==> config.mk <==
export PLATFORM = sky130hd
export DESIGN_NAME = soft_wrap_row_builder
export DESIGN_NICKNAME = d
export VERILOG_FILES = /design/src/hw/rtl/swrb_pkg.sv /design/src/hw/rtl/swrb_front.sv /design/src/hw/rtl/swrb_queue.sv /design/src/hw/rtl/swrb_back.sv /design/src/hw/rtl/soft_wrap_row_builder.sv
export SDC_FILE = /design/constraint.sdc
export NUM_CORES = 2
export LEC_CHECK = 0
export ABC_AREA = 1
export BUFFER_PORTS_ARGS = -buffer_cell sky130_fd_sc_hd__buf_2
export CAP_MARGIN = 0
export CORE_MARGIN = 2
export CORE_UTILIZATION = 34
export CTS_CLUSTER_DIAMETER = 120
export DETAILED_ROUTE_END_ITERATION = 8
export PLACE_DENSITY = 0.56
export REMOVE_ABC_BUFFERS = 1
export SYNTH_ARGS = -nofsm -noshare
export SYNTH_HDL_FRONTEND = slang
export SYNTH_SLANG_ARGS = --single-unit
==> constraint.sdc <==
create_clock -name clk -period 19.7 [get_ports clk]
set_input_delay 0.985 -clock clk [delete_from_list [all_inputs] [get_ports clk]]
set_output_delay 0.985 -clock clk [all_outputs]
set_load 0.02 [all_outputs]
==> src/hw/rtl/swrb_pkg.sv <==
`default_nettype none
package swrb_pkg;

	localparam int unsigned COL_W    = 16;
	localparam int unsigned LINE_W   = 24;
	localparam int unsigned SPAN_W   = 16;
	localparam int unsigned CELL_W   = 24;
	localparam int unsigned BYTE_W   = 32;
	localparam int unsigned REL_W    = 25;
	localparam int unsigned IN_W     = 40;
	localparam int unsigned OUT_W    = 152;
	localparam int unsigned QDEPTH   = 2;
	localparam int unsigned QPTR_W   = 1;
	localparam int unsigned QCNT_W   = 2;

	localparam logic [COL_W-1:0]  COLUMNS_RESET = 16'd80;
	localparam logic [CELL_W-1:0] CELL_MAX      = 24'hFFFFFF;

	// Input word kinds carried on tuser.
	localparam logic CMD_SPAN  = 1'b0;
	localparam logic CMD_EMPTY = 1'b1;

	// Register indexes of the configuration port.
	localparam logic REG_COLUMNS = 1'b0;

	// One finished row as the front part sees it; the end byte is still split
	// into the line start and the line-relative end.
	typedef struct packed {
		logic [LINE_W-1:0] line;
		logic [SPAN_W-1:0] first;
		logic [SPAN_W-1:0] count;
		logic [CELL_W-1:0] start;
		logic [CELL_W-1:0] cells;
		logic [BYTE_W-1:0] base;
		logic [REL_W-1:0]  rel;
	} row_t;

	// What one input word leaves for the back part: one or two rows.
	typedef struct packed {
		logic two;
		logic ovf;
		row_t row_a;
		row_t row_b;
	} entry_t;

	// A row ready for the output channel.
	typedef struct packed {
		logic [LINE_W-1:0] line;
		logic [SPAN_W-1:0] first;
		logic [SPAN_W-1:0] count;
		logic [CELL_W-1:0] start;
		logic [CELL_W-1:0] cells;
		logic [COL_W-1:0]  visible;
		logic [BYTE_W-1:0] end_byte;
		logic              last;
		logic              ovf;
	} res_t;

	function automatic logic [CELL_W-1:0] sat_cells(input logic [CELL_W:0] s);
		sat_cells = s[CELL_W] ? CELL_MAX : s[CELL_W-1:0];
	endfunction

endpackage
`default_nettype wire

==> src/hw/rtl/swrb_front.sv <==
`default_nettype none
module swrb_front (
	input  wire logic                          clk,
	input  wire logic                          arst_n,
	input  wire logic [swrb_pkg::COL_W-1:0]    columns,
	input  wire logic                          in_valid,
	output logic                               in_ready,
	input  wire logic                          cmd,
	input  wire logic [7:0]                    span_cells,
	input  wire logic [23:0]                   span_offset,
	input  wire logic [7:0]                    span_bytes,
	input  wire logic                          last_in_line,
	input  wire logic                          q_full,
	output logic                               q_push,
	output swrb_pkg::entry_t                   q_entry
);

	logic [swrb_pkg::LINE_W-1:0] line_q;
	logic [swrb_pkg::SPAN_W-1:0] span_pos_q;
	logic [swrb_pkg::SPAN_W-1:0] row_first_q;
	logic [swrb_pkg::SPAN_W-1:0] row_count_q;
	logic [swrb_pkg::CELL_W-1:0] row_start_q;
	logic [swrb_pkg::CELL_W-1:0] row_cells_q;
	logic [swrb_pkg::BYTE_W-1:0] base_q;
	logic [swrb_pkg::BYTE_W-1:0] byte_sum_q;
	logic [swrb_pkg::REL_W-1:0]  last_end_q;
	logic                        ovf_q;
	logic                        open_q;

	logic                        accept;
	logic [swrb_pkg::CELL_W-1:0] used;
	logic [swrb_pkg::COL_W-1:0]  room;
	logic                        brk;
	logic [swrb_pkg::SPAN_W-1:0] cur_first;
	logic [swrb_pkg::SPAN_W-1:0] cur_count;
	logic [swrb_pkg::CELL_W-1:0] cur_start;
	logic [swrb_pkg::CELL_W-1:0] cur_cells_base;
	logic [swrb_pkg::CELL_W-1:0] cur_cells;
	logic [swrb_pkg::REL_W-1:0]  span_end;
	logic [swrb_pkg::BYTE_W:0]   sum_next;
	logic [swrb_pkg::BYTE_W+1:0] base_span;
	logic [swrb_pkg::BYTE_W+1:0] base_one;
	logic [swrb_pkg::BYTE_W+1:0] base_two;
	logic                        span_close_ovf;
	logic                        one_ovf;
	logic                        step_ovf;
	swrb_pkg::row_t              row_old;
	swrb_pkg::row_t              row_cur;
	swrb_pkg::row_t              row_empty;
	swrb_pkg::row_t              row_empty_next;

	assign in_ready = !q_full;
	assign accept   = in_valid && in_ready;

	always_comb begin
		used = (row_cells_q < {8'd0, columns}) ? row_cells_q : {8'd0, columns};
		room = columns - used[swrb_pkg::COL_W-1:0];
		brk  = (span_cells != 8'd0) && (row_cells_q != '0) && ({8'd0, span_cells} > room);

		cur_first      = brk ? span_pos_q : row_first_q;
		cur_count      = (brk ? '0 : row_count_q) + 16'd1;
		cur_start      = brk ? swrb_pkg::sat_cells({1'b0, row_start_q} + {1'b0, row_cells_q})
		                     : row_start_q;
		cur_cells_base = brk ? '0 : row_cells_q;
		cur_cells      = swrb_pkg::sat_cells({1'b0, cur_cells_base} + {17'd0, span_cells});
		span_end       = {1'b0, span_offset} + {17'd0, span_bytes};
		sum_next       = {1'b0, byte_sum_q} + {25'd0, span_bytes};

		// The next line start is base + (byte sum truncated to 32 bits) + 1. The
		// three operands are added at full width and the lost carry of the byte
		// sum is taken back out when judging overflow.
		base_span = {2'b00, base_q} + {2'b00, byte_sum_q} + {26'd0, span_bytes} + 34'd1;
		base_one  = {2'b00, base_q} + {2'b00, byte_sum_q} + 34'd1;
		base_two  = {2'b00, base_q} + {2'b00, byte_sum_q} + 34'd2;
		span_close_ovf = sum_next[swrb_pkg::BYTE_W] ? base_span[swrb_pkg::BYTE_W+1]
		                                            : (|base_span[swrb_pkg::BYTE_W+1 -: 2]);
		one_ovf = |base_one[swrb_pkg::BYTE_W+1 -: 2];

		row_old = '{line: line_q, first: row_first_q, count: row_count_q, start: row_start_q,
		            cells: row_cells_q, base: base_q, rel: last_end_q};
		row_cur = '{line: line_q, first: cur_first, count: cur_count, start: cur_start,
		            cells: cur_cells, base: base_q, rel: span_end};
		row_empty = '{line: line_q, first: '0, count: '0, start: '0, cells: '0,
		              base: base_q, rel: '0};
		row_empty_next = '{line: line_q + 24'd1, first: '0, count: '0, start: '0, cells: '0,
		                   base: base_one[swrb_pkg::BYTE_W-1:0], rel: '0};

		q_entry = '{two: 1'b0, ovf: 1'b0, row_a: row_cur, row_b: row_cur};
		q_push  = 1'b0;
		if (cmd == swrb_pkg::CMD_EMPTY) begin
			q_push = accept;
			if (open_q) begin
				// A pending line is closed first, then the empty line follows it.
				q_entry.two   = 1'b1;
				q_entry.row_a = row_old;
				q_entry.row_b = row_empty_next;
				step_ovf = one_ovf || (base_one[swrb_pkg::BYTE_W-1:0] == '1);
			end else begin
				q_entry.row_a = row_empty;
				step_ovf = one_ovf;
			end
		end else begin
			q_push = accept && (brk || last_in_line);
			if (brk) begin
				q_entry.row_a = row_old;
				q_entry.two   = last_in_line;
			end
			step_ovf = sum_next[swrb_pkg::BYTE_W] || (last_in_line && span_close_ovf);
		end
		q_entry.ovf = ovf_q || step_ovf;
	end

	always_ff @(posedge clk or negedge arst_n) begin
		if (!arst_n) begin
			line_q      <= '0;
			span_pos_q  <= '0;
			row_first_q <= '0;
			row_count_q <= '0;
			row_start_q <= '0;
			row_cells_q <= '0;
			base_q      <= '0;
			byte_sum_q  <= '0;
			last_end_q  <= '0;
			ovf_q       <= 1'b0;
			open_q      <= 1'b0;
		end else if (accept) begin
			ovf_q <= ovf_q || step_ovf;
			if (cmd == swrb_pkg::CMD_EMPTY || last_in_line) begin
				// Closing a line clears all row state.
				span_pos_q  <= '0;
				row_first_q <= '0;
				row_count_q <= '0;
				row_start_q <= '0;
				row_cells_q <= '0;
				byte_sum_q  <= '0;
				last_end_q  <= '0;
				open_q      <= 1'b0;
				if (cmd == swrb_pkg::CMD_EMPTY) begin
					line_q <= line_q + (open_q ? 24'd2 : 24'd1);
					base_q <= open_q ? base_two[swrb_pkg::BYTE_W-1:0]
					                 : base_one[swrb_pkg::BYTE_W-1:0];
				end else begin
					line_q <= line_q + 24'd1;
					base_q <= base_span[swrb_pkg::BYTE_W-1:0];
				end
			end else begin
				span_pos_q  <= span_pos_q + 16'd1;
				row_first_q <= cur_first;
				row_count_q <= cur_count;
				row_start_q <= cur_start;
				row_cells_q <= cur_cells;
				byte_sum_q  <= sum_next[swrb_pkg::BYTE_W-1:0];
				last_end_q  <= span_end;
				open_q      <= 1'b1;
			end
		end
	end

endmodule
`default_nettype wire

==> src/hw/rtl/swrb_queue.sv <==
`default_nettype none
module swrb_queue (
	input  wire logic              clk,
	input  wire logic              arst_n,
	input  wire logic              push,
	input  wire swrb_pkg::entry_t  din,
	output logic                   full,
	input  wire logic              pop,
	output logic                   valid,
	output swrb_pkg::entry_t       dout
);

	swrb_pkg::entry_t            mem_q [swrb_pkg::QDEPTH];
	logic [swrb_pkg::QPTR_W-1:0] wr_ptr_q;
	logic [swrb_pkg::QPTR_W-1:0] rd_ptr_q;
	logic [swrb_pkg::QCNT_W-1:0] count_q;

	assign full  = (count_q == swrb_pkg::QCNT_W'(swrb_pkg::QDEPTH));
	assign valid = (count_q != '0);
	assign dout  = mem_q[rd_ptr_q];

	always_ff @(posedge clk) begin
		if (push) begin
			mem_q[wr_ptr_q] <= din;
		end
	end

	always_ff @(posedge clk or negedge arst_n) begin
		if (!arst_n) begin
			wr_ptr_q <= '0;
			rd_ptr_q <= '0;
			count_q  <= '0;
		end else begin
			if (push) begin
				wr_ptr_q <= wr_ptr_q + 1'b1;
			end
			if (pop) begin
				rd_ptr_q <= rd_ptr_q + 1'b1;
			end
			case ({push, pop})
				2'b10:   count_q <= count_q + swrb_pkg::QCNT_W'(1);
				2'b01:   count_q <= count_q - swrb_pkg::QCNT_W'(1);
				default: count_q <= count_q;
			endcase
		end
	end

endmodule
`default_nettype wire

==> src/hw/rtl/swrb_back.sv <==
`default_nettype none
module swrb_back (
	input  wire logic                        clk,
	input  wire logic                        arst_n,
	input  wire logic [swrb_pkg::COL_W-1:0]  columns,
	input  wire logic                        q_valid,
	input  wire swrb_pkg::entry_t            q_entry,
	output logic                             q_pop,
	output logic                             out_valid,
	input  wire logic                        out_ready,
	output swrb_pkg::res_t                   out_res
);

	logic           out_valid_q;
	swrb_pkg::res_t out_q;
	logic           pend_valid_q;
	swrb_pkg::res_t pend_q;
	logic           ovf_q;

	logic [swrb_pkg::BYTE_W:0] end_a;
	logic [swrb_pkg::BYTE_W:0] end_b;
	logic                      carry;
	logic                      row_ovf;
	logic                      slot_free;
	swrb_pkg::res_t            res_a;
	swrb_pkg::res_t            res_b;

	function automatic logic [swrb_pkg::COL_W-1:0] clip(
		input logic [swrb_pkg::CELL_W-1:0] cells,
		input logic [swrb_pkg::COL_W-1:0]  cols
	);
		clip = (cells < {8'd0, cols}) ? cells[swrb_pkg::COL_W-1:0] : cols;
	endfunction

	assign slot_free = !out_valid_q || out_ready;
	assign q_pop     = q_valid && !pend_valid_q && slot_free;
	assign out_valid = out_valid_q;
	assign out_res   = out_q;

	always_comb begin
		end_a = {1'b0, q_entry.row_a.base} + {8'd0, q_entry.row_a.rel};
		end_b = {1'b0, q_entry.row_b.base} + {8'd0, q_entry.row_b.rel};
		carry = end_a[swrb_pkg::BYTE_W] || (q_entry.two && end_b[swrb_pkg::BYTE_W]);
		// Every row of one input word carries the flag as it stands after the word.
		row_ovf = q_entry.ovf || ovf_q || carry;
		res_a = '{line: q_entry.row_a.line, first: q_entry.row_a.first,
		          count: q_entry.row_a.count, start: q_entry.row_a.start,
		          cells: q_entry.row_a.cells, visible: clip(q_entry.row_a.cells, columns),
		          end_byte: end_a[swrb_pkg::BYTE_W-1:0], last: !q_entry.two, ovf: row_ovf};
		res_b = '{line: q_entry.row_b.line, first: q_entry.row_b.first,
		          count: q_entry.row_b.count, start: q_entry.row_b.start,
		          cells: q_entry.row_b.cells, visible: clip(q_entry.row_b.cells, columns),
		          end_byte: end_b[swrb_pkg::BYTE_W-1:0], last: 1'b1, ovf: row_ovf};
	end

	always_ff @(posedge clk) begin
		if (q_pop) begin
			out_q <= res_a;
			if (q_entry.two) begin
				pend_q <= res_b;
			end
		end else if (pend_valid_q && slot_free) begin
			out_q <= pend_q;
		end
	end

	always_ff @(posedge clk or negedge arst_n) begin
		if (!arst_n) begin
			out_valid_q  <= 1'b0;
			pend_valid_q <= 1'b0;
			ovf_q        <= 1'b0;
		end else begin
			if (q_pop) begin
				out_valid_q  <= 1'b1;
				pend_valid_q <= q_entry.two;
				ovf_q        <= ovf_q || carry;
			end else if (pend_valid_q && slot_free) begin
				out_valid_q  <= 1'b1;
				pend_valid_q <= 1'b0;
			end else if (out_ready) begin
				out_valid_q <= 1'b0;
			end
		end
	end

endmodule
`default_nettype wire

==> src/hw/rtl/soft_wrap_row_builder.sv <==
// Soft-wrap row builder.
// Input words arrive on the s_ stream: tuser selects a text span or an empty
// line, tlast marks the span that ends its logical line. Spans are packed
// greedily into rows of "columns" cells; each finished row leaves on the m_
// stream with its placement and document-absolute end byte. m_tlast marks the
// last row caused by one input word, m_tuser is the sticky overflow flag.
// The columns register sits at byte address 0 of the APB port; write it only
// while the block is idle. Reset sets it to 80 and clears all line state.
// Throughput: one input word per cycle while s_tready is high. A word that
// yields two rows holds the output register for both rows in turn, so the row
// rate is the limit: one row per cycle on the output side while m_tready is
// high. The front part updates its running line state once per accepted word.
// Path: with nothing ahead of it, the first row of a word is written into the
// queue when the word is accepted and is then registered in the output stage.
// When the receiver stalls, a two-entry queue and the output stage keep
// taking words until the queue fills; s_tready then drops.
`default_nettype none
module soft_wrap_row_builder (
	input  wire logic                         clk,
	input  wire logic                         arst_n,
	input  wire logic                         psel,
	input  wire logic                         penable,
	input  wire logic                         pwrite,
	input  wire logic [2:0]                   paddr,
	input  wire logic [31:0]                  pwdata,
	output logic [31:0]                       prdata,
	output logic                              pready,
	input  wire logic                         s_tvalid,
	output logic                              s_tready,
	// span_cells[7:0], span_offset[31:8], span_bytes[39:32]
	input  wire logic [swrb_pkg::IN_W-1:0]    s_tdata,
	// cmd
	input  wire logic                         s_tuser,
	input  wire logic                         s_tlast,
	output logic                              m_tvalid,
	input  wire logic                         m_tready,
	// line_index[23:0], lead_span[39:24], span_total[55:40], start_cell[79:56],
	// filled_cells[103:80], visible_cells[119:104], end_byte[151:120]
	output logic [swrb_pkg::OUT_W-1:0]        m_tdata,
	// overflow
	output logic                              m_tuser,
	output logic                              m_tlast
);

	logic [swrb_pkg::COL_W-1:0] columns_q;
	logic                       q_full;
	logic                       q_push;
	logic                       q_pop;
	logic                       q_valid;
	swrb_pkg::entry_t           push_entry;
	swrb_pkg::entry_t           head_entry;
	swrb_pkg::res_t             res;

	assign pready = 1'b1;
	assign prdata = (paddr[2] == swrb_pkg::REG_COLUMNS) ? {16'd0, columns_q} : 32'd0;

	always_ff @(posedge clk or negedge arst_n) begin
		if (!arst_n) begin
			columns_q <= swrb_pkg::COLUMNS_RESET;
		end else if (psel && penable && pwrite && pready
		             && paddr[2] == swrb_pkg::REG_COLUMNS) begin
			columns_q <= pwdata[swrb_pkg::COL_W-1:0];
		end
	end

	swrb_front u_front (
		.clk          (clk),
		.arst_n       (arst_n),
		.columns      (columns_q),
		.in_valid     (s_tvalid),
		.in_ready     (s_tready),
		.cmd          (s_tuser),
		.span_cells   (s_tdata[7:0]),
		.span_offset  (s_tdata[31:8]),
		.span_bytes   (s_tdata[39:32]),
		.last_in_line (s_tlast),
		.q_full       (q_full),
		.q_push       (q_push),
		.q_entry      (push_entry)
	);

	swrb_queue u_queue (
		.clk    (clk),
		.arst_n (arst_n),
		.push   (q_push),
		.din    (push_entry),
		.full   (q_full),
		.pop    (q_pop),
		.valid  (q_valid),
		.dout   (head_entry)
	);

	swrb_back u_back (
		.clk       (clk),
		.arst_n    (arst_n),
		.columns   (columns_q),
		.q_valid   (q_valid),
		.q_entry   (head_entry),
		.q_pop     (q_pop),
		.out_valid (m_tvalid),
		.out_ready (m_tready),
		.out_res   (res)
	);

	assign m_tdata = {res.end_byte, res.visible, res.cells, res.start, res.count,
	                  res.first, res.line};
	assign m_tlast = res.last;
	assign m_tuser = res.ovf;

endmodule
`default_nettype wire

; ---- Word level (Yosys, flattened, before mapping)
; Memory sizes are Yosys's and may differ from the RTL's.
; Index checks and enable logic that the tools add are counted.
[totals]
inputBits = 84
ff_bits = 541
mem_count = 1
output_inout_bits = 189
ramBits = 648
elab_cells = 145
[classes]
bitwise = 1
muxes = 44
reduce_logical = 36
n_eq_ne = 4
add_sub_neg = 20
magnitude_cmp = 4
[memory_table]
columns = name, words, word_bits, read_ports, rd_ports_with_merged_regs, write_ports, line_no
row1 = u_queue.mem_q, 2, 324, 1, 0, 1, swrb_queue.sv:13  ; swrb_pkg::entry_t mem_q [swrb_pkg::QDEPTH];
[op_table]
columns = cell, count
row1 = 2-to-1 mux 137 bit, 3
row2 = 2-to-1 mux 161 bit, 2
row3 = 2-to-1 mux 154 bit, 2
row4 = 2-to-1 mux 24 bit, 7
row5 = 2-to-1 mux 16 bit, 9
row6 = 2-to-1 mux 32 bit, 3
row7 = < comparator 24 x 16 -> 1 bit, 3
row8 = adder 32 x 25 -> 33 bit, 2
row9 = adder 24 x 8 -> 25 bit, 2
row10 = "adder 33 x 1 -> 34 bit, second input constant", 1
row11 = adder 33 x 8 -> 34 bit, 1
row12 = "adder 34 x 1 -> 34 bit, second input constant", 1
row13 = adder 32 x 32 -> 33 bit, 1
row14 = adder 32 x 8 -> 33 bit, 1
row15 = "adder 16 x 1 -> 16 bit, second input constant", 2
row16 = "adder 32 x 2 -> 32 bit, second input constant", 1
row17 = "== test 32 bit, second input constant", 1
row18 = adder 24 x 24 -> 25 bit, 1
row19 = 2-to-1 mux 25 bit, 1
row20 = "adder 24 x 1 -> 24 bit, second input constant", 1
row21 = adder 24 x 2 -> 24 bit, 1
row22 = nonzero test 24 bit, 1
row23 = > comparator 8 x 16 -> 1 bit, 1
row24 = subtractor 16 bit, 1
row25 = other kinds (17), 60

; ---- Depth between registers and ports, before layout
[depth]
depth_word = 10
ltp_mapped = 54
mapped_depth_nobuf = 49

; ---- Hierarchy
; Synthesis repeated with hierarchy kept, for this count alone.
[hier_totals]
hier_cells = 7299
area_unflattened_um2 = 64505.6
[modules_own_cells]
columns = module, n_inst, cells_each, area_each_um2
row1 = swrb_queue, 1, 1716, 24204.5
row2 = swrb_front, 1, 3727, 23168.5
row3 = swrb_back, 1, 1731, 16191.8
row4 = soft_wrap_row_builder, 1, 125, 940.9

; ---- Least setup slack after synthesis
; No wires, ideal clock.
[synth_timing]
kind = register to register
from = register columns_q[6] (netlist name)
to = memory u_queue.mem_q[0][0] (netlist name) (enable)
n_path_buf = 2
required_ps = 18682
setup_ps = 1018
arrival_ps = 17697
slack_ps = 986
path_stages_with_launch = 32
path_cell_list = dfstp_2 inv_1 ha_1 nand2_1 o21a_1 nand2_1 nand2_1 nand2_1 clkbuf_1 nand2_1 o21ai_0 ha_1 inv_1 fa_1 nand3_1 nand2_1 nand3_1 nand2_1 xnor2_1 ha_1 nand4_1 nor2_1 nor2_1 nand2_1 nor2_1 nand3_1 nor3_2 nand2_4 inv_2 buf_2 o21ai_0 nor2_1
[synth_between]
elab_chain_len = 10
[synth_rtl]
columns = item, line_no
row1 = from (decl), soft_wrap_row_builder.sv:45  ; logic [swrb_pkg::COL_W-1:0] columns_q;
row2 = from (signal assigned), soft_wrap_row_builder.sv:59  ; columns_q <= swrb_pkg::COLUMNS_RESET;
row3 = from (signal assigned), soft_wrap_row_builder.sv:62  ; columns_q <= pwdata[swrb_pkg::COL_W-1:0];
row4 = < comparator 24 x 16 -> 1 bit, swrb_front.sv:56  ; used = (row_cells_q < {8'd0, columns}) ? row_cells_q : {8'd0, columns};
row5 = 2-to-1 mux 16 bit, swrb_front.sv:56
row6 = subtractor 16 bit *, swrb_front.sv:57  ; room = columns - used[swrb_pkg::COL_W-1:0];
row7 = > comparator 8 x 16 -> 1 bit *, swrb_front.sv:58  ; brk = (span_cells != 8'd0) && (row_cells_q != '0) && ({8'd0, span_cells} > room);
row8 = logical AND 1 bit *, swrb_front.sv:58
row9 = logical OR 1 bit *, swrb_front.sv:103  ; q_push = accept && (brk || last_in_line);
row10 = logical AND 1 bit *, swrb_front.sv:103
row11 = 2-to-1 mux 1 bit *, swrb_front.sv:90  ; if (cmd == swrb_pkg::CMD_EMPTY) begin
row12 = 2-to-1 mux 1 bit *, swrb_queue.sv:23  ; if (push) begin
row13 = 2-to-1 mux 1 bit (not written as such) *, swrb_queue.sv:24  ; mem_q[wr_ptr_q] <= din;
row14 = to (decl), swrb_queue.sv:13
; Mark *: on every way between the ends. The rest lies on a longest branch, timed or not.

; ---- Final worst setup path
[layout_timing]
from = register columns_q[15] (netlist name)
to = memory u_queue.mem_q[0][292] (netlist name) (enable)
; Same word-level chain as after synthesis.

==> metrics.md <==
| Metric | Value |
|---|---|
| Clock transition at path regs | 0.06 ns |
| Post-synth cell types | 71 |
| Ports | roughly 270 |
| Via count | 46447 |
| Fin nets | 7084 |
| Fin crit period | 9.47 ns |
| Std-Cell Rows | 155 |
| Maxcap violations | 0 |
| Met2 Usage GRT | roughly a third |
| Pre-antenna DRT Iters | 5 |
| Flops & latches, synth | ~1200 |
| Startpoint Class | flop |
| Post-synth EDFFs | around 960 |
| Vias/cell | around 5 |
| Chip Height | 429 µm |
| CTS sink cnt | about 1200 |
| Slew @ Worst Pin | roughly 1.2 ns |
| Share of the synthesized area in the top cell type | 46.8% |
| Initial antenna violation count | 16 |
| Yosys warnings | 0 |
| Arrival time at the worst endpoint | 9.85 ns |
| Die X | 429 µm |
| Worst Path Required | 20.08 ns |
| Power per cell area | 159 nW/µm² |
| CTS hold repair buffers | 0 |
| Clk Latency, worst-skew pair | 0.79 ns |
| Clock Skews | 0.0295 ns |
| Hold slack final | 0.232 ns |
| DRT Wirelength | ~180 mm |
| CTS max path bufs | 3 |
| Outcome | finished clean |
| 1st-iter DRT viols | approximately 3500 |
| Final ANT Viol Nets | 0 |
| Crit path buf inv count | 8 |
| R2R Path Start | columns_q[15]$_DFFE_PN0P_ |
| Mapped Area | 61300 µm² |
| Critical Path Most Common Cell | nand2_1 |
| Mapped Cells | approximately 6600 |
| Synth Flop Type | edfxtp_1 |
| Crit Path Category | flop to flop |
| Async set-or-reset flop fraction in the synthesized netlist | around a fifth |
| Final hold violations | 0 |
| Gr usage total | about a fifth |
| Crit path largest cell delay | 0.88 ns |
| Slew headroom | 18.3% |
| IR drop worst, VDD | 106 µV |
| Initial core utilization | 34.3% |
| Tcrit/Tclk final | approximately half |
| Vias in the first global route | 45627 |
| Clock root cell | clkbuf_16 |
| Met1 GRT Util | 23.9% |
| Die area | 184000 µm² |
| First-pass GRT wire length | 274 mm |
| Dpl hpwl | between 100 and 150 mm |
| Top-count cell post-synth | nand2_1 |
| Synth Area per Inst | a little over 9 µm² |
| Critical path origin | columns_q[15]$_DFFE_PN0P_ |
| Synth cell count leaders | nand2_1 (1739), edfxtp_1 (955), nor2_1 (687), inv_1 (619), o21ai_0 (451) |
| Drt wl/cell | 19.4 µm |
| CTS resizes | 0 |
| Floorplan Core Area | roughly 180000 µm² |
| Synth area leader | edfxtp_1 |
| Max Freq | 0.106 GHz |
| Leakage | 28.8 nW |
| Routability Congestion | roughly 0.94 |
| Worst-path fanout max | roughly 140 |
| Largest net degree at the start of global routing | roughly 150 |
| Seq/Total Area, Yosys | 56.3% |
| Slowest stage cell, crit path | buf_4 |
| CTS Buf Count | 136 |
| DRC | 0 |
| Post-CTS setup buffers | 0 |
| Layout cells sized above 1 | 9.64% |
| Setup violations, final | 0 |
| Unrepaired setup endpoints after global routing | no |
| Delay-heaviest family, CP | buffers and inverters |
| Fin. max-slew vios | 0 |
| Worst Setup End Kind | flop |
| TritonCTS clock tree | yes |
| TNS Setup | 0 ns |
| Number of buffers added on ports | roughly 240 |
| GRT overflow | 0 |
| Gr busiest metal | met2 |
| Synth top area cells | edfxtp_1 (47%), nand2_1 (11%), dfrtp_1 (9.5%), ha_1 (4.4%), nor2_1 (4.2%) |
| GR Util met3 | 2.74% |
| CTS H-tree depth | 4 |
| Hold Path Class | input pin to async pin |
| Area delta synth->final | 13.3% |
[cells by family after synthesis]
logic type / after synthesis / synth area share, %
other: 2 / 0.0123
AOI/OAI and AO/OA: 1117 / 10.4
buffers and inverters: 892 / 5.63
xor gates and xnor gates: 190 / 2.76
muxes: 17 / 0.278
adders and majority gates: 226 / 4.74
DFF: 1189 / 56.3
and+or+nand+nor: 2951 / 19.9
[per-layer routing]
metal | vias up | wire, µm
met5 | - | 46
met4 | 6 | 6590
met3 | 285 | 6880
met2 | 1008 | 89200
met1 | 22469 | 76600
li1 | 22679 | -
[cell type report]
type | count | area (µm²)
antenna | 11 | 27.5
fill | 17670 | 109000
timing repair buffer | 294 | 1670
clock inverter | 51 | 558
inverter | 635 | 2410
sequential | 1189 | 34500
multi-input combinational | 4518 | 23400
tap | 2355 | 2950
clock buffer | 199 | 3850
[through the flow]
| stage | std cells | instance area, µm² | setup WS (ns) | total power, mW | util [%] |
|---|---|---|---|---|---|
| 2_1_floorplan | 6342 | 60300 | -0.461 | 7.27 | - |
| 3_3_place_gp | 8991 | 65000 | 10.20 | 8.50 | 36.4 |
| 3_5_place_dp | 8991 | 65000 | 10.11 | 8.57 | 36.4 |
| 4_1_cts | 9241 | 69400 | 10.05 | 11.1 | 38.8 |
| 5_1_grt | 9251 | 69400 | 9.29 | 11.8 | 38.8 |
| 6_report | 9252 | 69400 | 10.23 | 11.0 | 38.8 |
[cell usage in the layout, fill, tap and decap left out, types with 141 or more instances in the layout]
cell and instances:
clkbuf_16 141, dfrtp_1 231, buf_2 236, o21ai_0 451, ha_1 216, edfxtp_1 955, nand3_1 226, nor2_1 681
inv_1 617, a21oi_1 291, nand2_1 1738
[final timing paths]
| path | to | slack, ns | cells past startpoint |
|---|---|---|---|
| setup / recovery | u_queue.mem_q[0][292]$_DFFE_PP_ | 10.23 | 34 |
| hold / removal | u_front.line_q[6]$_DFFE_PN0P_ | 0.23 | 1 |
| setup reg to reg | u_queue.mem_q[0][292]$_DFFE_PP_ | 10.23 | 34 |
| hold reg to reg | u_back.ovf_q$_DFFE_PN0P_ | 0.45 | 2 |
| max in group asynchronous | u_queue.rd_ptr_q$_DFFE_PN0P_ | 18.10 | 2 |
| min in group clk | columns_q[6]$_DFFE_PN1P_ | 0.45 | 3 |
[worst register-to-register path, delay by kind of cell (launching register included)]
kind	cells	cell delay (ns)
compound gates	3	0.70
xor+xnor	1	0.16
simple gates	18	2.76
buf+inv	8	3.79
fa+ha+maj	4	1.27
flops	1	0.37
[where the power goes]
group          switching (mW)  internal (mW)  total [mW]
logic                    3.17           1.26        4.43
registers               0.324           3.74        4.06
clock network            1.05           1.48        2.53
[sequential cells by signal (all words and copies together), names as in the netlist, 2 cells and up]
name                 count
u_front.row_cells_q     24
u_front.span_pos_q      16
u_front.row_count_q     16
u_front.last_end_q      25
u_front.row_first_q     16
u_queue.mem_q          648
u_back.out_res         154
columns_q               16
u_back.pend_q          153
u_front.base_q          32
u_front.byte_sum_q      32
u_queue.count_q          2
u_front.line_q          24
u_front.row_start_q     24
(Power assumes the default switching activity.)
